**src/eyq_pkg.sv**
```systemverilog
// Package with the shared constants, types and arctangent table of the Euler to quaternion core.
package eyq_pkg;

	localparam int AngleWidth  = 16;
	localparam int QuatWidth   = 16;
	localparam int CordicIters = 20;
	localparam int CordicWidth = 24;

	localparam logic signed [CordicWidth-1:0] CordicGainQ20 = 24'sd636751;
	localparam logic signed [CordicWidth-1:0] PiQ20         = 24'sd3294199;
	localparam logic signed [CordicWidth-1:0] HalfPiQ20     = 24'sd1647099;
	localparam logic signed [QuatWidth-1:0]   QuatMax       = 16'sd16384;

	typedef logic signed [CordicWidth-1:0] cval_t;

	// Payload of an input request: three Q3.12 angles.
	typedef struct packed {
		logic signed [AngleWidth-1:0] angle_x;
		logic signed [AngleWidth-1:0] angle_y;
		logic signed [AngleWidth-1:0] angle_z;
	} angles_t;

	// Payload of a result: the four Q1.14 quaternion components.
	typedef struct packed {
		logic signed [QuatWidth-1:0] quat_w;
		logic signed [QuatWidth-1:0] quat_x;
		logic signed [QuatWidth-1:0] quat_y;
		logic signed [QuatWidth-1:0] quat_z;
	} quat_t;

	// Lane state as it travels through the CORDIC stages.
	typedef struct packed {
		cval_t x;
		cval_t y;
		cval_t z;
		logic  flip;
	} lane_t;

	function automatic cval_t atan_q20(input int unsigned i);
		cval_t r;
		r = '0;
		case (i)
			0: r = 24'sd823550;
			1: r = 24'sd486170;
			2: r = 24'sd256879;
			3: r = 24'sd130396;
			4: r = 24'sd65451;
			5: r = 24'sd32757;
			6: r = 24'sd16383;
			7: r = 24'sd8192;
			8: r = 24'sd4096;
			9: r = 24'sd2048;
			10: r = 24'sd1024;
			11: r = 24'sd512;
			12: r = 24'sd256;
			13: r = 24'sd128;
			14: r = 24'sd64;
			15: r = 24'sd32;
			16: r = 24'sd16;
			17: r = 24'sd8;
			18: r = 24'sd4;
			19: r = 24'sd2;
			default: r = '0;
		endcase
		return r;
	endfunction

endpackage

```
**src/eyq_cordic_stage.sv**
```systemverilog
// One CORDIC micro-rotation for one lane, combinational.
module eyq_cordic_stage
	import eyq_pkg::*;
#(
	parameter int unsigned Iter = 0
) (
	input  lane_t d,
	output lane_t q
);
	always_comb begin
		q = d;
		if (!d.z[CordicWidth-1]) begin
			q.x = d.x - (d.y >>> Iter);
			q.y = d.y + (d.x >>> Iter);
			q.z = d.z - atan_q20(Iter);
		end else begin
			q.x = d.x + (d.y >>> Iter);
			q.y = d.y - (d.x >>> Iter);
			q.z = d.z + atan_q20(Iter);
		end
	end
endmodule

```
**config.mk**
```make
export PLATFORM = sky130hd
export DESIGN_NAME = eyq_cordic_stage
export DESIGN_NICKNAME = d
export VERILOG_FILES = /design/src/eyq_pkg.sv /design/src/eyq_cordic_stage.sv
export SDC_FILE = /design/constraint.sdc
export NUM_CORES = 1
export LEC_CHECK = 0
export BUFFER_PORTS_ARGS = -buffer_cell sky130_fd_sc_hd__buf_4
export CAP_MARGIN = 20
export CORE_MARGIN = 3
export CORE_UTILIZATION = 50
export DETAILED_ROUTE_END_ITERATION = 8
export PLACE_DENSITY_LB_ADDON = 0.12
export SLEW_MARGIN = 25
export SYNTH_ARGS = -nofsm -noshare
export SYNTH_HDL_FRONTEND = slang
export SYNTH_SLANG_ARGS = --single-unit
```
**constraint.sdc**
```tcl
create_clock -name vclk -period 2.96
set_input_delay 0.148 -clock vclk [all_inputs]
set_output_delay 0.148 -clock vclk [all_outputs]
set_load 0.02 [all_outputs]
```
==> Word-level counts from Yosys, hierarchy flattened <==
Index checks and enable logic that the tools add are counted.
{ "totals": {"romBits": 0, "input_bits": 73, "ff_bits": 0, "out_inout_bits": 73, "word_cells": 6, "latchBits": 0, "ram_bits": 0, "memories": 0} }
{ "classes": {"addsub": 5, "magnitude_cmp": 0, "div": 0, "mux": 1, "n_eq_ne": 0, "n_reduce_logical": 0, "shifts": 0, "multipliers": 0, "n_bitwise": 0} }
{ "ops": {"columns": ["operator", "count"], "rows": [
  ["$mux W72", 1],
  ["$sub A24 B24 Y24", 2],
  ["$add A24 B21 Y24 const B", 1],
  ["$add A24 B24 Y24", 1],
  ["$sub A24 B21 Y24 const B", 1]
]} }

==> Longest topological paths before layout <==
Gate-level depths: netlist of run 1.
{ "logic_depth": {"ltp_word": 2, "depth_mapped": 12, "ltp_nobuf": 11} }

==> Least setup slack after synthesis of run 1 <==
OpenSTA, ideal clock, no wires.
{ "synth_timing": {"kind": "input port to output port", "from": "input d[24] in the netlist's numbering", "to": "output q[20] in the netlist's numbering", "stages": 12, "t_arrival_ps": 2999, "setup_slack_ps": -187, "path_cell_list": "clkbuf_1 -> inv_1 -> clkbuf_1 -> fa_1 -> nor2b_1 -> o31a_1 -> nor2_1 -> o21bai_1 -> a41oi_1 -> a311o_1 -> a31oi_1 -> xor2_1"} }
{ "synth_lines": {"columns": ["item", "line", "text"], "rows": [
  ["start, declared", "eyq_cordic_stage.sv:7", "input lane_t d,"],
  ["end, declared", "eyq_cordic_stage.sv:8", "output lane_t q"]
]} }

==> impl_metrics.py, run 1 <==
metrics = {
    "detailed_routing": {
        "drtAntennaViolNets": 0,
        "wl_per_cell_um": 16.41,
        "vias": 5907,
        "finalWirelength_um": 16500,
        "via_per_inst": 5.878,
        "drc": 0,
        "drt_iter0_markers": 331,
        "drtPass1Iterations": 5,
    },
    "grt": {
        "grt_usage": 0.2838,
        "grt_pass1_wl_um": 26500,
        "antenna_found_initial": 0,
        "grt_pass1_vias": 5679,
        "overflow": 0,
        "grt_max_degree": 42,
    },
    "floorplan": {
        "coreArea_um2": 9284,
        "start_util": 0.5191,
        "die_h_um": 104.2,
        "rows": 35,
        "die-area_um2": 10850,
        "io_pins": 146,
        "die_w_um": 104.2,
    },
    "cts": {
        "cts_hold_buf": 0,
    },
    "logic_synthesis": {
        "synth_area_leaders": "ha_1 (23%), a21oi_1 (10%), xnor2_1 (9.6%)",
        "synth_most_common_cell": "a21oi_1",
        "avgSynthCellArea_um2": 6.611,
        "yosysTopAreaCellShare": 0.2336,
        "synth_top_area_cell": "ha_1",
        "ys_warn_count": 0,
        "synth.yosys.seq_area_share": 0,
        "synthesis.nets": 896,
        "synth-simple-area-share": 0.1711,
        "synthesis.area_um2": 4820,
        "synthAdderAreaFrac": 0.2503,
        "yosysUniqueCellTypes": 61,
        "netlist_instances": 729,
        "muxShareOfSynthArea": 0.01038,
        "synth_compound_area_frac": 0.3673,
        "synthXorXnorAreaFrac": 0.1072,
        "synth_top_family_by_area": "compound AO/OA/AOI/OAI gates",
        "synthTopCellsByCount": "a21oi_1 (96), ha_1 (90), inv_1 (82), nor2_1 (64), xnor2_1 (53)",
    },
    "final_layout": {
        "nFlopsAndLatches": 0,
        "seqCellArea_um2": 0,
        "nClkBuffers": 0,
        "nets": 1045,
        "antenna_cells": 0,
        "drive_above_1_share": 0.2386,
        "areaGrowthSynthToFinish_pct": 30.50,
        "multi_input_area_um2": 4473,
        "fill_cells": 885,
    },
    "sta": {
        "fin_crit_sh": 0.9786,
        "setup_viol": 0,
        "hold_viol_final": 0,
        "max_slew_margin": 0.6561,
        "rsz0062_at_grt": "true",
        "finalCriticalPeriod_ns": 2.897,
        "hold-worst-slack_ns": 0.2960,
        "max_freq_mhz": 345.2,
        "worst_pin_slew_ns": 0.5114,
        "slew_viol_final": 0,
    },
    "setup_path": {
        "start_kind": "primary input",
        "critPathCaptureType": "output pin",
        "crit_fanout": 6,
        "critical_path_required_ns": 2.81,
        "worstPathArrival_ns": 2.75,
        "critical_path_class": "primary input to output pin",
    },
    "outcome": {
        "status": "finished, final reports clean",
    },
    "power_and_ir_drop": {
        "clkPwrFrac": 0,
        "power_w": 0.001887,
        "irDropWorstVdd_uv": 175.2,
        "power_frac_seq": 0,
        "power_frac_comb": 1.000,
        "intPower_w": 0.0008077,
        "swShare": 0.5719,
        "power_density_nw_per_um2": 300.0,
        "switching_power_w": 0.001079,
        "p_leak_nw": 3.145,
    },
    "placement": {
        "io_buffers": 142,
        "hpwl_um": 13870,
        "place_congestion": 0.9396,
    },
    "hold_path": {
        "hold_depth": 0,
        "hold_path_class": "primary input to output pin",
    },
    "job": {
        "drv_cap": 0,
    },
}
## worst paths after layout
check | start | end | slack [ns]
worst min-delay path | d[1] | q[1] | 0.30
worst max-delay path | d[28] | q[44] | 0.06
## layout make-up
type,instances,share of cell area
Multi-Input combinational cell,614,0.7112
Inverter,83,0.04953
Timing Repair Buffer,179,0.2136
Tap cell,129,0.02566
## stage by stage
step / area (um2) / instances / setup slack [ns] / utilization / setup TNS (ns)
2_1_floorplan: 4831 / 729 / 0.01285 / - / 0
4_1_cts: 6192 / 1005 / 0.02306 / 0.6670 / 0
5_1_grt: 6290 / 1005 / -0.01639 / 0.6775 / -0.02818
3_3_place_gp: 6192 / 1005 / 0.09385 / 0.6670 / 0
3_5_place_dp: 6192 / 1005 / 0.03397 / 0.6670 / 0
6_report: 6290 / 1005 / 0.06339 / 0.6775 / 0
## cells in the final DEF, fill, tap and decap left out, types with 3 or more instances in the layout
cell type and count:
nand4_1 4, and3_1 4, a21o_1 21, o21ai_1 4, nor3_2 3, a22oi_1 3
o21a_1 6, o211ai_1 5, nand3_1 10, a21boi_0 4, ha_2 3, o21bai_1 17
xor2_1 5, nand2_1 47, a41o_1 3, o31ai_1 11, inv_1 82, or2_2 3
mux2i_1 5, nor2_1 64, a31o_2 4, ha_1 87, o21ai_0 45, o2bb2ai_1 3
nand2b_1 10, nor4_1 5, a21oi_1 95, a31oi_1 6, nor2b_1 8, buf_4 179
xnor2_1 53, o31a_1 3, fa_1 4, nor3_1 14, a211oi_1 10
## metal layers
metal,vias to the layer above,share of wire,global-route usage
li1,2885,-,-
met5,-,0,0
met3,52,0.070,0.02669
met1,2699,0.40,0.3446
met2,271,0.49,0.5227
met4,0,0.033,0.09117
## power by group through the flow
stage	Sequential, W	Combinational [W]	Clock [W]
floorplan	0	0.00113	0
global placement	0	0.00181	0
detailed placement	0	0.00184	0
CTS	0	0.00185	0
global route	0	0.00203	0
finish	0	0.00189	0
## cells by family (layout without fill, tap and decap cells)
kind of cell | count (synthesis) | in the layout
xor+xnor | 59 | 59
compound gates | 277 | 277
simple gates | 179 | 179
buf+inv | 115 | 262
fa+ha+maj | 94 | 94
mux | 5 | 5
## worst max-delay path, stage by stage
cell and delay (ns):
buf_4 0.09, inv_1 0.04, ha_1 0.34, buf_4 0.18, nor2_1 0.16, o211ai_1 0.17, a31oi_1 0.38, o21ai_2 0.16
nand2_1 0.26, a31oi_1 0.18, o31ai_1 0.30, xnor2_1 0.17, buf_4 0.17
## what timing repair did
item | CTS | global route
hold endpoints to repair | 0 | 0
gates resized for setup | 0 | 27
setup buffers | 0 | 0
endpoints found under the setup margin | 0 | 22
No activity file was read; power rests on OpenSTA's default activity.
==> run 2, diff against run 1 <==
--- a/config.mk
+++ b/config.mk
@@ -7,10 +7,11 @@
 export LEC_CHECK = 0
 export BUFFER_PORTS_ARGS = -buffer_cell sky130_fd_sc_hd__buf_4
 export CAP_MARGIN = 20
+export CORE_ASPECT_RATIO = 0.7
 export CORE_MARGIN = 3
 export CORE_UTILIZATION = 50
 export DETAILED_ROUTE_END_ITERATION = 8
-export PLACE_DENSITY_LB_ADDON = 0.12
+export PLACE_DENSITY = 0.81
 export SLEW_MARGIN = 25
 export SYNTH_ARGS = -nofsm -noshare
 export SYNTH_HDL_FRONTEND = slang
==> impl_metrics.py, run 2 (synthesized netlist as in run 1, its figures left out) <==
metrics = {
    "sta": {
        "max_slew_margin": 0.5770,
        "setup_viol": 0,
        "worst_pin_slew_ns": 0.6265,
        "rsz0062_at_grt": "true",
        "hold_viol_final": 0,
        "max_freq_mhz": 353.8,
        "fin_crit_sh": 0.9549,
        "slew_viol_final": 0,
        "finalCriticalPeriod_ns": 2.827,
    },
    "setup_path": {
        "critical_path_class": "primary input to output pin",
        "crit_fanout": 5,
        "worstPathArrival_ns": 2.68,
        "start_kind": "primary input",
        "cp_slowest_cell": "fa_1",
        "critPathMaxStageDelay_ns": 0.41,
        "worstSetupPathDepth": 13,
        "worst-path-buf-inv": 3,
        "crit_family": "compound AO/OA/AOI/OAI gates",
        "critPathCaptureType": "output pin",
        "crit_chain": "buf_4 -> inv_1 -> ha_1 -> fa_1 -> nand2b_4 -> a2111oi_4 -> nor3_2 -> o21a_2 -> a31o_2 -> o21ai_1 -> o21ai_1 -> xnor2_1 -> buf_4",
        "critical_path_required_ns": 2.81,
    },
    "floorplan": {
        "coreArea_um2": 9216,
        "io_pins": 146,
        "die_w_um": 123.3,
        "die-area_um2": 10870,
        "die_h_um": 88.15,
        "rows": 29,
        "start_util": 0.5229,
    },
    "placement": {
        "placed_cell_area_um2": 6231,
        "hpwl_um": 14390,
        "post-place-cells": 1006,
        "io_buffers": 142,
        "place_congestion": 0.9706,
    },
    "power_and_ir_drop": {
        "clkPwrFrac": 0,
        "irDropWorstVdd_uv": 180.5,
        "swShare": 0.5727,
        "intPower_w": 0.0008240,
        "power_w": 0.001928,
        "switching_power_w": 0.001104,
        "power_density_nw_per_um2": 301.3,
        "power_frac_seq": 0,
        "p_leak_nw": 3.179,
        "power_frac_comb": 1.000,
    },
    "final_layout": {
        "nFlopsAndLatches": 0,
        "drive_above_1_share": 0.2523,
        "seqCellArea_um2": 0,
        "antenna_cells": 0,
        "layoutNonFillerInstCount": 1008,
        "areaGrowthSynthToFinish_pct": 32.81,
        "nClkBuffers": 0,
        "post-route-util": 0.6945,
        "final_area_um2": 6401,
        "layout_common_cells": "buf_4 (185), a21oi_1 (93), ha_1 (84)",
        "final_common_cell": "buf_4",
        "nets": 1053,
    },
    "detailed_routing": {
        "drt_iter0_markers": 636,
        "wl_per_cell_um": 17.24,
        "vias": 6034,
        "drtPass1Iterations": 5,
        "drtAntennaViolNets": 0,
        "finalWirelength_um": 17380,
        "drc": 0,
        "via_per_inst": 5.986,
    },
    "grt": {
        "overflow": 0,
        "grt_usage": 0.2999,
        "grt_pass1_wl_um": 26880,
        "grt_pass1_vias": 5482,
        "grt_max_degree": 63,
        "antenna_found_initial": 0,
    },
    "hold_path": {
        "hold_depth": 0,
        "hold_path_class": "primary input to output pin",
    },
    "outcome": {
        "status": "finished, final reports clean",
    },
    "job": {
        "drv_cap": 0,
    },
}
run 2: cell types whose count changed in the layout (fill, tap and decap cells not counted), moves of 2 or more:
| cell | previous run | this run |
|---|---|---|
| a2bb2oi_2 | 2 | 0 |
| buf_6 | 0 | 2 |
| ha_4 | 0 | 2 |
| ha_1 | 87 | 84 |
| buf_4 | 179 | 185 |
| a2bb2oi_1 | 2 | 4 |
| a21oi_2 | 1 | 3 |
| a21oi_1 | 95 | 93 |
run 2: routing by layer:
metal,part of all wire,GRT usage,vias up
met5,0,0,-
met4,0.0026,0.01508,0
met3,0.11,0.02647,11
met2,0.43,0.4793,345
met1,0.46,0.4566,2777
li1,-,-,2901
run 2: power by group through the flow:
stage	logic (W)	registers, W	clock network [W]
floorplan	0.00113	0	0
global placement	0.00183	0	0
detailed placement	0.00185	0	0
CTS	0.00186	0	0
global route	0.00207	0	0
finish	0.00193	0	0
run 2: layout make-up:
type,instances,area [um2]
inverters,83,315.3
fillers,792,2815
multi-input cells,614,4519
well taps,124,155.1
repair buffers,187,1411
run 2: repair_timing:
action / CTS / global route
resized for setup: 5 / 32
setup buffers: 0 / 2
endpoints found under the setup margin: 2 / 18
pin swaps: 1 / 4
hold buffers: 0 / 0
run 2: metrics by stage:
step                hold slack [ns]  setup TNS, ns  setup WS (ns)
CTS                          0.2962              0        0.01853
floorplan                    0.3944              0        0.01285
global route                 0.2960      -0.005965      -0.005965
detailed placement           0.2962       -0.05688       -0.05688
global placement             0.2962              0        0.04027
finish                       0.2960              0         0.1335
run 2: path summary, 6_finish.rpt:
path                   from    end  slack (ns)
worst max-delay path  d[25]  q[47]        0.13
worst min-delay path   d[0]   q[0]        0.30
